--- config.mk ---
export PLATFORM = sky130hd
export DESIGN_NAME = rnsc_ctrl
export DESIGN_NICKNAME = d
export VERILOG_FILES = /design/src/hdl/rnsc_pkg.sv /design/src/hdl/rnsc_ctrl.sv
export SDC_FILE = /design/constraint.sdc
export NUM_CORES = 1
export LEC_CHECK = 0
export ABC_AREA = 1
export ABC_CLOCK_PERIOD_IN_PS = 1700
export BUFFER_PORTS_ARGS = -buffer_cell sky130_fd_sc_hd__buf_2
export CORE_AREA = 2 2 39 41
export DETAILED_ROUTE_END_ITERATION = 10
export DIE_AREA = 0 0 41 43
export PLACE_DENSITY = 0.66
export SYNTH_ARGS = -nofsm -noshare
export SYNTH_HDL_FRONTEND = slang
export SYNTH_SLANG_ARGS = --single-unit
--- constraint.sdc ---
create_clock -name i_clk -period 1.7 [get_ports i_clk]
set_clock_uncertainty 0.1 [all_clocks]
set_input_delay 0.51 -clock i_clk [delete_from_list [all_inputs] [get_ports i_clk]]
set_output_delay 0.51 -clock i_clk [all_outputs]
set_load 0.005 [all_outputs]
--- src/hdl/rnsc_pkg.sv ---
// ----------------------------------------------------------------------------
// rnsc_pkg
// Types, sizes and helper functions shared by the node split chooser.
// ----------------------------------------------------------------------------
package rnsc_pkg;

    localparam int MAX_ENTRIES = 16;
    localparam int CAP         = MAX_ENTRIES + 1;
    localparam int IW          = $clog2(CAP);
    localparam int CW          = $clog2(CAP + 1);
    localparam int MARGIN_W    = 19;
    localparam int MSUM_W      = MARGIN_W + $clog2(CAP);
    localparam int OV_W        = 34;
    localparam int AR_W        = 35;
    localparam logic [3:0] MIN_GROUP_RST = 4'd6;

    typedef struct packed {
        logic signed [15:0] x_low;
        logic signed [15:0] x_high;
        logic signed [15:0] y_low;
        logic signed [15:0] y_high;
    } t_rect;

    typedef struct packed {
        logic signed [15:0] x_low;
        logic signed [15:0] x_high;
        logic signed [15:0] y_low;
        logic signed [15:0] y_high;
        logic               last;
    } t_in;

    typedef struct packed {
        logic [5:0] entry_index;
        logic       group;
        logic       split_axis;
        logic       final_res;
    } t_out;

    typedef enum logic [3:0] {
        ST_LOAD, ST_START, ST_RK_LD, ST_RK_CMP, ST_RK_WR, ST_PRE, ST_SUF,
        ST_EV_A, ST_EV_B, ST_AXIS, ST_MARK, ST_OUT
    } t_state;

    typedef struct packed {
        logic load;
        logic start;
        logic rk_ld;
        logic rk_cmp;
        logic rk_wr;
        logic pre;
        logic suf;
        logic ev_a;
        logic ev_b;
        logic axis;
        logic mark;
        logic out_step;
    } t_cmd;

    typedef struct packed {
        logic single;
        logic j_end;
        logic i_end;
        logic p_end;
        logic p_zero;
        logic s_end;
        logic pass_final;
        logic out_free;
    } t_stat;

    function automatic t_rect box_merge(t_rect a, t_rect b);
        t_rect r;
        r.x_low  = (a.x_low  < b.x_low)  ? a.x_low  : b.x_low;
        r.x_high = (a.x_high > b.x_high) ? a.x_high : b.x_high;
        r.y_low  = (a.y_low  < b.y_low)  ? a.y_low  : b.y_low;
        r.y_high = (a.y_high > b.y_high) ? a.y_high : b.y_high;
        return r;
    endfunction

    function automatic logic signed [16:0] diff17(logic signed [15:0] hi,
                                                  logic signed [15:0] lo);
        return {hi[15], hi} - {lo[15], lo};
    endfunction

endpackage

--- src/hdl/rnsc_ctrl.sv ---
// ----------------------------------------------------------------------------
// rnsc_ctrl
// Sequencer for loading, ranking, box sweeps, split scan, group marking and result output.
// ----------------------------------------------------------------------------
module rnsc_ctrl (
    input  logic          i_clk,
    input  logic          i_rst_n,
    input  logic          i_in_valid,
    input  logic          i_in_last,
    input  rnsc_pkg::t_stat i_stat,
    output logic          o_in_stall,
    output rnsc_pkg::t_cmd  o_cmd
);
    import rnsc_pkg::*;

    t_state r_state, n_state;

    always_ff @(posedge i_clk) begin
        if (!i_rst_n) begin
            r_state <= ST_LOAD;
        end else begin
            r_state <= n_state;
        end
    end

    always_comb begin
        n_state = r_state;
        case (r_state)
            ST_LOAD:   if (i_in_valid && i_in_last) n_state = ST_START;
            ST_START:  n_state = i_stat.single ? ST_OUT : ST_RK_LD;
            ST_RK_LD:  n_state = ST_RK_CMP;
            ST_RK_CMP: if (i_stat.j_end) n_state = ST_RK_WR;
            ST_RK_WR:  n_state = i_stat.i_end ? ST_PRE : ST_RK_LD;
            ST_PRE:    if (i_stat.p_end) n_state = ST_SUF;
            ST_SUF:    if (i_stat.p_zero) n_state = ST_EV_A;
            ST_EV_A:   n_state = ST_EV_B;
            ST_EV_B:   n_state = i_stat.s_end ? ST_AXIS : ST_EV_A;
            ST_AXIS:   n_state = i_stat.pass_final ? ST_MARK : ST_RK_LD;
            ST_MARK:   if (i_stat.p_end) n_state = ST_OUT;
            ST_OUT:    if (i_stat.out_free && i_stat.i_end) n_state = ST_LOAD;
            default:   n_state = ST_LOAD;
        endcase
    end

    always_comb begin
        o_cmd          = '0;
        o_in_stall     = 1'b1;
        case (r_state)
            ST_LOAD: begin
                o_in_stall = 1'b0;
                o_cmd.load = i_in_valid;
            end
            ST_START:  o_cmd.start  = 1'b1;
            ST_RK_LD:  o_cmd.rk_ld  = 1'b1;
            ST_RK_CMP: o_cmd.rk_cmp = 1'b1;
            ST_RK_WR:  o_cmd.rk_wr  = 1'b1;
            ST_PRE:    o_cmd.pre    = 1'b1;
            ST_SUF:    o_cmd.suf    = 1'b1;
            ST_EV_A:   o_cmd.ev_a   = 1'b1;
            ST_EV_B:   o_cmd.ev_b   = 1'b1;
            ST_AXIS:   o_cmd.axis   = 1'b1;
            ST_MARK:   o_cmd.mark   = 1'b1;
            ST_OUT:    o_cmd.out_step = i_stat.out_free;
            default:   o_in_stall   = 1'b1;
        endcase
    end

endmodule

Word level (Yosys, flattened, before mapping)
Cells that the tools add are included.
Storage, ports and cells
  bits in registers: 4
  input port bits: 12
  output and inout port bits: 13
  word-level logic and storage cells: 46
Cells by class
  equality and inequality tests: 17
  mux-type cells: 24
  reductions and logical operators: 4
Operators by type and width (number)
  one-hot mux 4 bit (12 select lines): 1
  2-to-1 mux 4 bit: 9
  equality test 4 x 3 -> 1 bit, second input constant: 4
  equality test 4 bit, second input constant: 4
  2-to-1 mux 1 bit: 13
  inequality test 2 bit, second input constant: 6
  equality test 4 x 2 -> 1 bit, second input constant: 2
  AND reduction 6 bit: 1
  equality test 4 x 1 -> 1 bit, second input constant: 1
  zero test 4 bit: 1
  2-to-1 mux 3 bit: 1
  logical AND 1 bit: 2

Logic depth before layout (Yosys ltp)
  depth in word-level cells: 3
  depth in mapped cells: 9

Least setup slack after synthesis
OpenSTA, ideal clock, no wires.
  kind: register -> output
  from: register r_state[1]
  to: output port o_cmd[7] in the netlist's numbering
  arrival: 0.870 ns
  required time: 1.090 ns
  path slack: 0.220 ns
  stages on the path, launching flop included: 4
  buffers on the path: 0
  path through: dfxtp_1 nor2_1 inv_1 nor3_1
RTL lines
  from (decl): RTL line rnsc_ctrl.sv:16  | t_state r_state, n_state;
  from (signal assigned): RTL line rnsc_ctrl.sv:22  | r_state <= n_state;
  to (decl): RTL line rnsc_ctrl.sv:12  | output rnsc_pkg::t_cmd o_cmd

==> summary.md <==
| Metric | Value |
|---|---|
| Post-placement setup slack | 0.0999 ns |
| Vertical die dimension | 43 µm |
| Number of library cell types mapped by synthesis | 16 |
| GR Overflow Total | 0 |
| Worst Setup EP | o_cmd[5] |
| Met3 layer usage reported by global route | 5.24% |
| Max incr delay on CP | 0.35 ns |
| Worst Setup Slack, final | 0.0112 ns |
| Number of nets with antenna violations after routing | 0 |
| Area fraction of the dominant cell type after synthesis | 18.4% |
| Crit path buffers/inverters | 4 |
| Average cell area after synthesis | 5.43 µm² |
| Worst-Margin Slew | 0.184 ns |
| Die Width | 41 µm |
| TritonCTS sink count | 4 |
| Worst hold-check slack | 0.413 ns |
| Global placement routability congestion | 0.807 |
| FP Rows | 14 |
| Clock network latency to the later pin of the worst-skew pair | 0.23 ns |
| Power Total | 1.06 mW |
| Kind of path behind the tightest hold check | reg2reg |
| Number of gates on the worst path with buffers counted | 6 |
| Beginning of the worst register-to-register path | r_state[1]$_SDFFE_PN0P_ |
| Slew margin rel. | 87.6% |
| Synthesized netlist net count | 106 |
| Top fanout value on the critical path | 4 |
| Classification of the worst setup path | reg2out |
| Clock Pin Slew Worst Setup and Hold Paths | 0.03 ns |
| Net count reported at finish | 142 |
| Peak-usage layer in the global routing report | met2 |
| #FFs+latches synth | 4 |
| Initial core utilization | 36.9% |
| YS warnings | 0 |
| Cell area power density | 1310 mW/mm² |
| Startpoint of the most critical setup path | r_state[1]$_SDFFE_PN0P_ |
| Standby leakage power | 0.504 nW |
| Mean routed wirelength per cell | 10.1 µm |
| Power share of the combinational group | 70.5% |
| Initial drt markers | 12 |
| Registers with the most flip-flops | r_state: 4 flops |
| Mapped Cells | 94 |
| Core outline area | 0.00138 mm² |
| # H-tree levels | 1 |
| Synth top cells by count | 25 x nand2_1, 15 x inv_1, 12 x nand3_1 |
| Peak clock frequency supported by timing | 592 MHz |
| Synth async-reset ratio | 0% |
| Most flops, register | r_state |
| DRC | 0 |
| Via density per instance | 4.70 |
| Diode count | 0 |
| Maximum number of pins on one net before global-route repair | 8 |
| Outcome | finished, final reports clean |
| Family with the most delay on the worst path | flip-flops |
| Wire length of the first global-routing pass | 2.39 mm |
| Area growth, synth to finish | 58.3% |
| Detailed-placement wirelength estimate | 1.14 mm |
| Clock tree root buffer cell | clkbuf_4 |
| Vias in the first global route | 623 |
| Number of maximum-capacitance violations | 0 |
| Endpoints failing hold | 0 |
| Cells taking the most area after synthesis | nand2_1 18%, dfxtp_1 16%, nand3_1 12%, inv_1 11%, nand2_2 7.4% |
| Startpoint type of the worst setup path | flip-flop |
| Area enclosed by the die boundary | 0.00176 mm² |
| Count of pins on the block boundary | 25 |
| Peak VDD IR | 809 µV |
| Num CTS Buffers | 3 |
| Slowest cell on the critical path | dfxtp_4 |
| Setup slack, reg-to-reg | 0.20 ns |
| Met2 demand-to-capacity share in global routing | 33.4% |
| DRT Wirelength | 1.45 mm |
| Sequential fraction of the synthesis area | 15.7% |
| Sequential share of power | 19.0% |
| Number of iterations in the first detailed-routing pass | 4 |
| Combined area of all synthesized cells | 510 µm² |
| Number of enable flip-flop cells after synthesis | 0 |
| Number of buffer cells added on primary ports | 24 |
| Clock power frac | 10.5% |
| Req. time, crit path | 1.09 ns |
| Antenna violations before repair | 0 |
| RSZ-0062 raised after global routing | yes |
| Total internal power | 0.546 mW |
| Data arrival time of the critical path | 1.08 ns |
| Switching power | 0.515 mW |
| Flip-flop count of the largest register, all copies and words added | 4 |
| Clock tree buffer depth | 2 |
| Post-route clock period utilization | 99.3% |
| Cells along the critical path | buf_6, nand2_4, inv_2, nand2_1, inv_1, buf_2 |
| Number of slew-limit violations in the final report | 0 |
| Primary FF master, synth | dfxtp_1 |
| Total Routing Usage GR | 19.6% |
| Fin Setup TNS | 0 ns |
| Crit. End Element | output pin |
| Net switching fraction of the power | 48.6% |
| Total vias in the final route | 677 |
| Reg2reg end | r_state[0]$_SDFFE_PN0P_ |
| Clock tree from TritonCTS | done |
| Final count of negative-setup-slack endpoints | 0 |
| Post-layout utilization of the core | 58.4% |
| Library cell with the largest summed area after synthesis | nand2_1 |
| Number of cell instances on the worst register-to-register path | 9 |
| Time the final worst path needs with I/O delays and setup | 1.69 ns |
| Global routing met1 resource utilization | 22.5% |
| Fraction of final layout cells sized beyond drive strength 1 | 52.3% |
| Most common cell in the synthesized netlist | nand2_1 |
-- power groups by stage --
| stage | sequential, mW | combinational, mW | clock, mW |
|---|---|---|---|
| floorplan | 0.163 | 0.394 | 0 |
| global placement | 0.160 | 0.603 | 0 |
| detailed placement | 0.162 | 0.606 | 0 |
| CTS | 0.178 | 0.645 | 0.118 |
| global route | 0.205 | 0.822 | 0.127 |
| finish | 0.202 | 0.748 | 0.111 |
-- logic make-up after synthesis --
| group | synth area share, % |
|---|---|
| flip-flops | 15.7 |
| AO/OA/AOI/OAI | 4.90 |
| buffers and inverters | 16.2 |
| AND/OR/NAND/NOR | 63.2 |
-- through the flow --
stage               std cells  area (µm²)
finish                    144         808
global route              144         808
CTS                       142         741
detailed placement        137         673
global placement          137         673
floorplan                  94         510
-- worst min-delay path by stage --
stage                             from                       to  cells after the start
5_1_grt        r_state[1]$_SDFFE_PN0P_  r_state[1]$_SDFFE_PN0P_                      2
4_1_cts        r_state[1]$_SDFFE_PN0P_  r_state[1]$_SDFFE_PN0P_                      2
2_1_floorplan  r_state[0]$_SDFFE_PN0P_  r_state[0]$_SDFFE_PN0P_                      2
3_5_place_dp   r_state[1]$_SDFFE_PN0P_  r_state[1]$_SDFFE_PN0P_                      2
6_report       r_state[1]$_SDFFE_PN0P_  r_state[1]$_SDFFE_PN0P_                      2
3_3_place_gp   r_state[0]$_SDFFE_PN0P_  r_state[0]$_SDFFE_PN0P_                      2
-- timing repair --
item	4_1_cts	5_1_grt
gates resized for setup	13	14
setup buffers	2	2
endpoints found under the setup margin	13	11
pin swaps	3	3
hold buffers	0	0
-- final cells by class --
type | instances | area, µm²
Fill cell | 134 | 576
Multi-Input combinational cell | 68 | 403
Timing Repair Buffer | 31 | 180
Sequential cell | 4 | 95.1
Inverter | 22 | 87.6
Clock buffer | 3 | 22.5
Tap cell | 16 | 20.0
-- tightest hold or removal path, stage by stage (launching register included) --
cell     delay, ns
dfxtp_4       0.35
nand2_1       0.06
a21oi_1       0.05
-- layer usage --
layer,routed length (µm),part of all wire [%],vias to the layer above
li1,-,-,355
met1,596,41,302
met2,780,54,20
met3,76,5.2,0
met4,0,0,0
met5,0,0,-
-- cell usage in the layout, fill, tap and decap left out, drive strengths merged --
master  instances
nand2          32
buf            31
inv            21
nand3          12
nor2           12
a21oi           4
dfxtp           4
nor3            3
nand3b          3
clkbuf          3
nor3b           1
o21ai           1
clkinv          1
(Power assumes the default switching activity.)
